<file path="src/hw/rtl/pts_pkg.sv">
package pts_pkg;

  localparam int unsigned IntervalWidth = 24;
  localparam int unsigned RetryWidth    = 4;
  localparam int unsigned CountWidth    = 16;
  localparam int unsigned IpWidth       = 32;
  localparam int unsigned PortWidth     = 8;
  localparam int unsigned CfgDataWidth  = IntervalWidth;

  localparam logic [IntervalWidth-1:0] IntervalReset = IntervalWidth'(1000 * 1000);
  localparam logic [RetryWidth-1:0]    RetryReset    = RetryWidth'(10);
  localparam logic [IntervalWidth-1:0] ElapsedMax    = '1;
  localparam logic [RetryWidth-1:0]    RetryMax      = '1;
  localparam logic [CountWidth-1:0]    CountMax      = '1;

  typedef enum logic [0:0] {
    REG_INTERVAL    = 1'b0,
    REG_RETRY_LIMIT = 1'b1
  } reg_idx_e;

  typedef enum logic [1:0] {
    CMD_TICK  = 2'd0,
    CMD_START = 2'd1,
    CMD_REPLY = 2'd2
  } cmd_e;

  typedef enum logic [2:0] {
    PH_IDLE = 3'd0,
    PH_CHK  = 3'd1,
    PH_ARP  = 3'd2,
    PH_PING = 3'd3,
    PH_END  = 3'd4
  } phase_e;

  typedef enum logic [2:0] {
    ACT_NONE   = 3'd0,
    ACT_ARP    = 3'd1,
    ACT_ECHO   = 3'd2,
    ACT_DONE   = 3'd3,
    ACT_GAVEUP = 3'd4
  } action_e;

  typedef struct packed {
    logic [IntervalWidth-1:0] interval_ticks;
    logic [RetryWidth-1:0]    arp_retry_limit;
  } cfg_t;

  typedef struct packed {
    logic [1:0]            command;
    logic                  mac_known;
    logic [IpWidth-1:0]    dest_ip;
    logic [PortWidth-1:0]  port_number;
    logic [CountWidth-1:0] request_count;
  } item_t;

  typedef struct packed {
    action_e               action;
    logic [IpWidth-1:0]    target_ip;
    logic [PortWidth-1:0]  target_port;
    phase_e                phase_now;
    logic [CountWidth-1:0] sent_total;
    logic [CountWidth-1:0] ok_total;
    logic [CountWidth-1:0] fail_total;
  } result_t;

  function automatic logic [CountWidth-1:0] sat_inc16(input logic [CountWidth-1:0] v);
    sat_inc16 = (v == CountMax) ? v : v + CountWidth'(1);
  endfunction

endpackage

</file>
<file path="src/hw/rtl/pts_step.sv">
module pts_step (
  input  logic            clk_i,
  input  logic            rst_ni,
  input  logic            en_i,
  input  pts_pkg::item_t  item_i,
  input  pts_pkg::cfg_t   cfg_i,
  output pts_pkg::result_t res_o
);

  pts_pkg::phase_e                     phase_q, phase_d;
  logic [pts_pkg::IntervalWidth-1:0]   elapsed_q, elapsed_d;
  logic [pts_pkg::RetryWidth-1:0]      retries_q, retries_d;
  logic [pts_pkg::CountWidth-1:0]      remaining_q, remaining_d;
  logic [pts_pkg::CountWidth-1:0]      tx_q, tx_d;
  logic [pts_pkg::CountWidth-1:0]      rx_q, rx_d;
  logic [pts_pkg::CountWidth-1:0]      ok_q, ok_d;
  logic [pts_pkg::CountWidth-1:0]      fail_q, fail_d;
  logic [pts_pkg::IpWidth-1:0]         ip_q, ip_d;
  logic [pts_pkg::PortWidth-1:0]       port_q, port_d;

  logic [pts_pkg::IntervalWidth-1:0]   elapsed_inc;
  logic [pts_pkg::RetryWidth-1:0]      retries_inc;
  logic [pts_pkg::CountWidth-1:0]      remaining_dec;
  logic                                due;
  pts_pkg::action_e                    action;

  // interval timer: saturating increment, due once it reaches the interval
  assign elapsed_inc = (elapsed_q == pts_pkg::ElapsedMax) ? elapsed_q
                                                          : elapsed_q + 1'b1;
  assign due         = (elapsed_inc >= cfg_i.interval_ticks);
  assign retries_inc = (retries_q == pts_pkg::RetryMax) ? retries_q : retries_q + 1'b1;
  assign remaining_dec = (remaining_q != '0) ? remaining_q - 1'b1 : remaining_q;

  always_comb begin
    phase_d     = phase_q;
    elapsed_d   = elapsed_q;
    retries_d   = retries_q;
    remaining_d = remaining_q;
    tx_d        = tx_q;
    rx_d        = rx_q;
    ok_d        = ok_q;
    fail_d      = fail_q;
    ip_d        = ip_q;
    port_d      = port_q;
    action      = pts_pkg::ACT_NONE;

    unique case (item_i.command)
      pts_pkg::CMD_TICK: begin
        unique case (phase_q)
          pts_pkg::PH_IDLE: ;
          pts_pkg::PH_CHK: begin
            elapsed_d = '0;
            retries_d = '0;
            tx_d      = '0;
            rx_d      = '0;
            ok_d      = '0;
            fail_d    = '0;
            if (!item_i.mac_known) begin
              action  = pts_pkg::ACT_ARP;
              phase_d = pts_pkg::PH_ARP;
            end else begin
              phase_d = pts_pkg::PH_PING;
            end
          end
          pts_pkg::PH_ARP: begin
            elapsed_d = due ? '0 : elapsed_inc;
            if (due) begin
              if (!item_i.mac_known) begin
                retries_d = retries_inc;
                if (retries_inc >= cfg_i.arp_retry_limit) begin
                  remaining_d = '0;
                  phase_d     = pts_pkg::PH_IDLE;
                  action      = pts_pkg::ACT_GAVEUP;
                end
              end else begin
                phase_d = pts_pkg::PH_PING;
              end
            end
          end
          pts_pkg::PH_PING: begin
            elapsed_d = due ? '0 : elapsed_inc;
            if (due) begin
              // previous echo still open: count it as a timeout
              if (tx_q != rx_q) begin
                rx_d   = tx_q;
                fail_d = pts_pkg::sat_inc16(fail_q);
              end
              action      = pts_pkg::ACT_ECHO;
              tx_d        = pts_pkg::sat_inc16(tx_q);
              remaining_d = remaining_dec;
              if (remaining_dec == '0) begin
                phase_d = pts_pkg::PH_END;
              end
            end
          end
          pts_pkg::PH_END: begin
            elapsed_d = due ? '0 : elapsed_inc;
            if (due) begin
              if (tx_q != rx_q) begin
                rx_d   = tx_q;
                fail_d = pts_pkg::sat_inc16(fail_q);
              end
              phase_d = pts_pkg::PH_IDLE;
              action  = pts_pkg::ACT_DONE;
            end
          end
          default: phase_d = pts_pkg::PH_IDLE;
        endcase
      end
      pts_pkg::CMD_START: begin
        if (phase_q == pts_pkg::PH_IDLE && item_i.request_count != '0) begin
          ip_d        = item_i.dest_ip;
          port_d      = item_i.port_number;
          remaining_d = item_i.request_count;
          phase_d     = pts_pkg::PH_CHK;
        end
      end
      pts_pkg::CMD_REPLY: begin
        if ((phase_q == pts_pkg::PH_PING || phase_q == pts_pkg::PH_END) &&
            rx_q != tx_q) begin
          rx_d = pts_pkg::sat_inc16(rx_q);
          ok_d = pts_pkg::sat_inc16(ok_q);
        end
      end
      default: ;
    endcase

    res_o.action      = action;
    res_o.target_ip   = ip_d;
    res_o.target_port = port_d;
    res_o.phase_now   = phase_d;
    res_o.sent_total  = tx_d;
    res_o.ok_total    = ok_d;
    res_o.fail_total  = fail_d;
  end

  always_ff @(posedge clk_i or negedge rst_ni) begin
    if (!rst_ni) begin
      phase_q     <= pts_pkg::PH_IDLE;
      elapsed_q   <= '0;
      retries_q   <= '0;
      remaining_q <= '0;
      tx_q        <= '0;
      rx_q        <= '0;
      ok_q        <= '0;
      fail_q      <= '0;
      ip_q        <= '0;
      port_q      <= '0;
    end else if (en_i) begin
      phase_q     <= phase_d;
      elapsed_q   <= elapsed_d;
      retries_q   <= retries_d;
      remaining_q <= remaining_d;
      tx_q        <= tx_d;
      rx_q        <= rx_d;
      ok_q        <= ok_d;
      fail_q      <= fail_d;
      ip_q        <= ip_d;
      port_q      <= port_d;
    end
  end

endmodule

</file>
<file path="src/hw/rtl/ping_test_sequencer.sv">
// Result path: an accepted item enters the input register, then moves into the result
//   register, from which the result is offered.
// Throughput: one item per cycle unless results stall; sequencer state updates once per item.
// Input and result stages are decoupled: an item is taken into an empty input register while a result waits.
// Reset: rst_ni async active low; phase idle, all counters and saved target zero,
//   interval_ticks 1000000, arp_retry_limit 10, both pipeline stages empty.
module ping_test_sequencer (
  input  logic                                 clk_i,
  input  logic                                 rst_ni,
  // config write port
  input  logic                                 cfg_we_i,
  input  logic                                 cfg_index_i,
  input  logic [pts_pkg::CfgDataWidth-1:0]     cfg_data_i,
  // input channel
  input  logic                                 in_valid_i,
  output logic                                 in_stall_o,
  input  logic [1:0]                           command_i,
  input  logic                                 mac_known_i,
  input  logic [pts_pkg::IpWidth-1:0]          dest_ip_i,
  input  logic [pts_pkg::PortWidth-1:0]        port_number_i,
  input  logic [pts_pkg::CountWidth-1:0]       request_count_i,
  // result channel
  output logic                                 out_valid_o,
  input  logic                                 out_stall_i,
  output logic [2:0]                           action_o,
  output logic [pts_pkg::IpWidth-1:0]          target_ip_o,
  output logic [pts_pkg::PortWidth-1:0]        target_port_o,
  output logic [2:0]                           phase_now_o,
  output logic [pts_pkg::CountWidth-1:0]       sent_total_o,
  output logic [pts_pkg::CountWidth-1:0]       ok_total_o,
  output logic [pts_pkg::CountWidth-1:0]       fail_total_o
);

  // config registers; the user writes them only while idle, the block does not enforce it
  pts_pkg::cfg_t    cfg_q, cfg_d;

  // input stage
  logic             in_valid_q, in_valid_d;
  pts_pkg::item_t   item_q, item_d;
  logic             in_xfer;

  // result stage
  logic             out_valid_q, out_valid_d;
  pts_pkg::result_t res_q, res_d;
  pts_pkg::result_t step_res;

  // item in the input register moves to the result register when that
  // register is empty or its result leaves this cycle
  logic             advance;

  assign advance    = in_valid_q && (!out_valid_q || !out_stall_i);
  assign in_stall_o = in_valid_q && !advance;
  assign in_xfer    = in_valid_i && !in_stall_o;

  always_comb begin
    cfg_d = cfg_q;
    if (cfg_we_i) begin
      unique case (cfg_index_i)
        pts_pkg::REG_INTERVAL:    cfg_d.interval_ticks  = cfg_data_i;
        pts_pkg::REG_RETRY_LIMIT: cfg_d.arp_retry_limit = cfg_data_i[pts_pkg::RetryWidth-1:0];
        default: ;
      endcase
    end
  end

  always_comb begin
    in_valid_d = in_valid_q;
    item_d     = item_q;
    if (in_xfer) begin
      in_valid_d           = 1'b1;
      item_d.command       = command_i;
      item_d.mac_known     = mac_known_i;
      item_d.dest_ip       = dest_ip_i;
      item_d.port_number   = port_number_i;
      item_d.request_count = request_count_i;
    end else if (advance) begin
      in_valid_d = 1'b0;
    end
  end

  always_comb begin
    out_valid_d = out_valid_q;
    res_d       = res_q;
    if (advance) begin
      out_valid_d = 1'b1;
      res_d       = step_res;
    end else if (!out_stall_i) begin
      out_valid_d = 1'b0;
    end
  end

  // state machine and counters; state commits when the item advances
  pts_step u_step (
    .clk_i  (clk_i),
    .rst_ni (rst_ni),
    .en_i   (advance),
    .item_i (item_q),
    .cfg_i  (cfg_q),
    .res_o  (step_res)
  );

  always_ff @(posedge clk_i or negedge rst_ni) begin
    if (!rst_ni) begin
      cfg_q.interval_ticks  <= pts_pkg::IntervalReset;
      cfg_q.arp_retry_limit <= pts_pkg::RetryReset;
      in_valid_q            <= 1'b0;
      out_valid_q           <= 1'b0;
    end else begin
      cfg_q       <= cfg_d;
      in_valid_q  <= in_valid_d;
      out_valid_q <= out_valid_d;
    end
  end

  // payload registers, no reset
  always_ff @(posedge clk_i) begin
    item_q <= item_d;
    res_q  <= res_d;
  end

  assign out_valid_o   = out_valid_q;
  assign action_o      = res_q.action;
  assign target_ip_o   = res_q.target_ip;
  assign target_port_o = res_q.target_port;
  assign phase_now_o   = res_q.phase_now;
  assign sent_total_o  = res_q.sent_total;
  assign ok_total_o    = res_q.ok_total;
  assign fail_total_o  = res_q.fail_total;

  // replies are only counted against open echoes
  a_ok_le_sent: assert property (@(posedge clk_i) disable iff (!rst_ni)
    out_valid_o |-> (ok_total_o <= sent_total_o))
    else $error("ok count exceeds sent count");

  // an echo is only requested while pinging; the ping phase may end on it
  a_echo_phase: assert property (@(posedge clk_i) disable iff (!rst_ni)
    (out_valid_o && res_q.action == pts_pkg::ACT_ECHO) |->
      (res_q.phase_now == pts_pkg::PH_PING || res_q.phase_now == pts_pkg::PH_END))
    else $error("echo outside ping phase");

  // finishing or giving up always returns to idle
  a_term_idle: assert property (@(posedge clk_i) disable iff (!rst_ni)
    (out_valid_o && (res_q.action == pts_pkg::ACT_DONE ||
                     res_q.action == pts_pkg::ACT_GAVEUP)) |->
      (res_q.phase_now == pts_pkg::PH_IDLE))
    else $error("terminal action without idle phase");

  // a result held by the sink is never overwritten
  a_hold_result: assert property (@(posedge clk_i) disable iff (!rst_ni)
    (out_valid_o && out_stall_i) |=> (out_valid_o && $stable(res_q)))
    else $error("stalled result changed");

endmodule

</file>
<file path="config.mk">
export PLATFORM = sky130hd
export DESIGN_NAME = ping_test_sequencer
export DESIGN_NICKNAME = d
export VERILOG_FILES = /design/src/hw/rtl/pts_pkg.sv /design/src/hw/rtl/pts_step.sv /design/src/hw/rtl/ping_test_sequencer.sv
export SDC_FILE = /design/constraint.sdc
export NUM_CORES = 1
export LEC_CHECK = 0
export ABC_AREA = 1
export BUFFER_PORTS_ARGS = -buffer_cell sky130_fd_sc_hd__buf_4
export CELL_PAD_IN_SITES_DETAIL_PLACEMENT = 0
export CELL_PAD_IN_SITES_GLOBAL_PLACEMENT = 1
export CORE_UTILIZATION = 45
export DETAILED_ROUTE_END_ITERATION = 7
export PLACE_DENSITY_LB_ADDON = 0.1
export SLEW_MARGIN = 20
export SYNTH_ARGS = -nofsm -noshare
export SYNTH_HDL_FRONTEND = slang
export SYNTH_HIERARCHICAL = 1
export SYNTH_SLANG_ARGS = --single-unit
</file>
<file path="constraint.sdc">
create_clock -name clk_i -period 9.2 [get_ports clk_i]
set_clock_uncertainty 0.15 [all_clocks]
set_input_delay 1.84 -clock clk_i [delete_from_list [all_inputs] [get_ports clk_i]]
set_output_delay 1.84 -clock clk_i [all_outputs]
set_load 0.02 [all_outputs]
</file>
==> impl_metrics.env <==
export IMPL_dieArea_um2=39500
export IMPL_clock_sinks=334
export IMPL_layout_commonest_cell="nand2_1"
export IMPL_syn_to_final_growth_pct=17.3
export IMPL_final_layout_size_suffix_gt1_share_pct=14.8
export IMPL_grt_pass1_vias=13174
export IMPL_setup_worst_path_start_class="flop"
export IMPL_via_per_inst=5.09
export IMPL_synth_area_top_cells="edfxtp_1, dfrtp_1, nand2_1"
export IMPL_grt_util_all_layers_pct=22.2
export IMPL_worst_path_most_repeated_cell="nand2_1"
export IMPL_grt_overflow=0
export IMPL_coreArea_um2=37800
export IMPL_die_x_um=199
export IMPL_cpPeakStageDelay_ns=0.76
export IMPL_gp_congestion=0.878
export IMPL_crit_required_ns=9.52
export IMPL_ys_flop_type="dfrtp_1"
export IMPL_setup_viol=0
export IMPL_drt_wl_total_um=43100
export IMPL_synth_seq_cells=334
export IMPL_dr_pass1_iters=7
export IMPL_min_delay_path_depth=2
export IMPL_leakagePower_nw=9.14
export IMPL_slew_headroom_pct=19.9
export IMPL_hold_start="cfg_q[21]"
export IMPL_die_h_um=199
export IMPL_insertion_delay_ns=0.55
export IMPL_yosys_area_top_type="edfxtp_1"
export IMPL_finalCritPeriodShare_pct=55.1
export IMPL_critPathCaptureType="flop"
export IMPL_syn_area_um2=17400
export IMPL_cts_tree="built"
export IMPL_cellPowerDensity_nw_per_um2=251
export IMPL_ys_warnings_count=6
export IMPL_r2r_cells=25
export IMPL_wl_per_cell_um=15.7
export IMPL_cts_resized=0
export IMPL_numCtsBuffers=39
export IMPL_fin_setup_tns_ns=0
export IMPL_antennaDiodeCount=0
export IMPL_grt_pass1_wl_um=69300
export IMPL_synth_async_reset_ratio_pct=54.2
export IMPL_ant_nets=0
export IMPL_status="finished clean"
export IMPL_grt_max_degree=227
export IMPL_start_util_pct=46.0
export IMPL_postCtsSetupBuffers=0
export IMPL_grt_antenna_before_repair=1
export IMPL_nets=2331
export IMPL_drv_cap=0
export IMPL_grt_setup_unrepaired="false"
export IMPL_yosysUniqueCellTypes=52
export IMPL_startpoint="u_step/elapsed_q[0]"
export IMPL_slew_viol_final=0
export IMPL_final_core_util_pct=54.0
export IMPL_place_hpwl_um=29800
export IMPL_ctsHtreeMaxLevel=2
export IMPL_cts_root_buffer="clkbuf_16"
export IMPL_critPathMaxFanout=32
export IMPL_drc=0
export IMPL_tightest_slew_ns=1.20
export IMPL_avgSynthCellArea_um2=8.48
export IMPL_rr_startpoint="u_step/elapsed_q[0]"
export IMPL_worstHoldPathType="reg -> reg"
export IMPL_synth_top_area_share_pct=26.4
export IMPL_synth_edf_count=153
export IMPL_final_cell_mix="nand2_1, inv_1, buf_4, o21ai_0, dfrtp_1"
export IMPL_synth_nets=2177
export IMPL_rows=71
export IMPL_cp_slowest_cell="nor3_4"
export IMPL_path_class="reg -> reg"
export IMPL_netlist_instances=2053
export IMPL_ir_drop_mv=0.133
export IMPL_period_needed_ns=5.07
export IMPL_timing_hold_violations_final=0
export IMPL_num_io_pins=185
export IMPL_ctsHoldBuffers=0
export IMPL_clkSlewWorstSetupHoldPaths_ns=0.06
export IMPL_clk_path_buf_depth=3
export IMPL_io_buffers=184
export IMPL_vias=13989
export IMPL_fmax_mhz=197
export IMPL_drt_initial_drc_count=975
export IMPL_yosysSeqAreaShare_pct=52.4
export IMPL_crit_arrival_ns=5.39
## Yosys cell counts, types with 4 or more instances
master	number
a22o_1	4
nand3_2	6
o31ai_1	5
nor2_4	8
clkbuf_1	32
xor2_1	61
o22ai_1	10
a21oi_1	27
dfrtp_1	172
nand3b_1	5
nand2_2	7
nor3_1	32
edfxtp_1	153
dfstp_2	9
nand4_1	21
o21ai_2	4
inv_2	16
inv_1	213
nand3_1	137
buf_4	6
a32o_1	4
nor2_2	8
nor2_1	107
nand2_1	647
o21ai_0	189
o211ai_1	11
nor4_1	13
ha_1	35
buf_1	5
o21ai_1	37
buf_6	7
buf_2	27
## registers in the layout, summed over array words and instances, names as in the netlist
| register | cells |
|---|---|
| u_step/ok_q | 16 |
| target_port_o | 8 |
| action_o | 3 |
| u_step/phase_q | 3 |
| target_ip_o | 32 |
| u_step/tx_q | 16 |
| item_q | 59 |
| u_step/retries_q | 4 |
| u_step/remaining_q | 16 |
| cfg_q | 28 |
| u_step/port_q | 8 |
| ok_total_o | 16 |
| u_step/elapsed_q | 24 |
| phase_now_o | 3 |
| out_valid_o | 1 |
| u_step/fail_q | 16 |
| sent_total_o | 16 |
| u_step/ip_q | 32 |
| in_valid_q | 1 |
| fail_total_o | 16 |
| u_step/rx_q | 16 |
## power by group
group	leakage, nW	internal (mW)	switching, mW
Sequential	3.91	1.89	0.176
Combinational	4.61	0.502	1.01
Clock	0.620	0.928	0.620
## worst max-delay path: cells and delay by family (launching register included)
| family | cells | cell delay [ns] |
|---|---|---|
| compound gates | 2 | 0.35 |
| xor+xnor | 1 | 0.24 |
| fa+ha+maj | 2 | 0.52 |
| buf+inv | 4 | 0.60 |
| flops | 1 | 0.40 |
| simple gates | 16 | 2.68 |
## per-stage QoR
step,setup WS (ns),cell area (um^2),cells,power (mW),hold slack [ns]
global route,3.62,20400,2749,5.47,0.322
CTS,4.15,20400,2749,5.18,0.313
detailed placement,3.73,19100,2677,3.60,0.305
global placement,3.81,19100,2677,3.57,0.303
floorplan,1.20,17400,2053,3.16,0.292
finish,4.13,20400,2749,5.13,0.313
## final timing paths
path | end | slack [ns]
setup / recovery | u_step/elapsed_q[17] | 4.13
hold / removal | cfg_q[21] | 0.31
setup reg to reg | u_step/elapsed_q[17] | 4.13
hold reg to reg | cfg_q[21] | 0.31
max in group asynchronous | u_step/elapsed_q[7] | 6.39
min in group asynchronous | u_step/fail_q[4] | 1.17
## routing by layer
layer  vias to the layer above  global-route usage (%)  part of all wire [%]
li1                       7074                       -                     -
met1                      6514                    32.0                    47
met2                       335                    34.5                    45
met3                        64                    3.53                   5.1
met4                         2                    6.50                   2.1
met5                         -                       0                 0.039
## kinds of logic after synthesis
logic type | Yosys count | share of synthesized area (%)
AND/OR/NAND/NOR | 1004 | 24.8
buffers and inverters | 312 | 7.43
adder cells (fa/ha/maj) | 35 | 2.51
AO/OA/AOI/OAI | 306 | 9.73
XOR/XNOR | 62 | 3.12
flip-flops | 334 | 52.4
## area by class of cell
type / instances / area, um^2
sequential: 334 / 9140
inverter: 234 / 891
timing repair buffer: 191 / 1450
clock inverter: 17 / 185
tap: 511 / 639
multi-input combinational: 1407 / 7010
clock buffer: 55 / 1110
fill: 3506 / 17400
No activity file was read; power rests on OpenSTA's default activity.
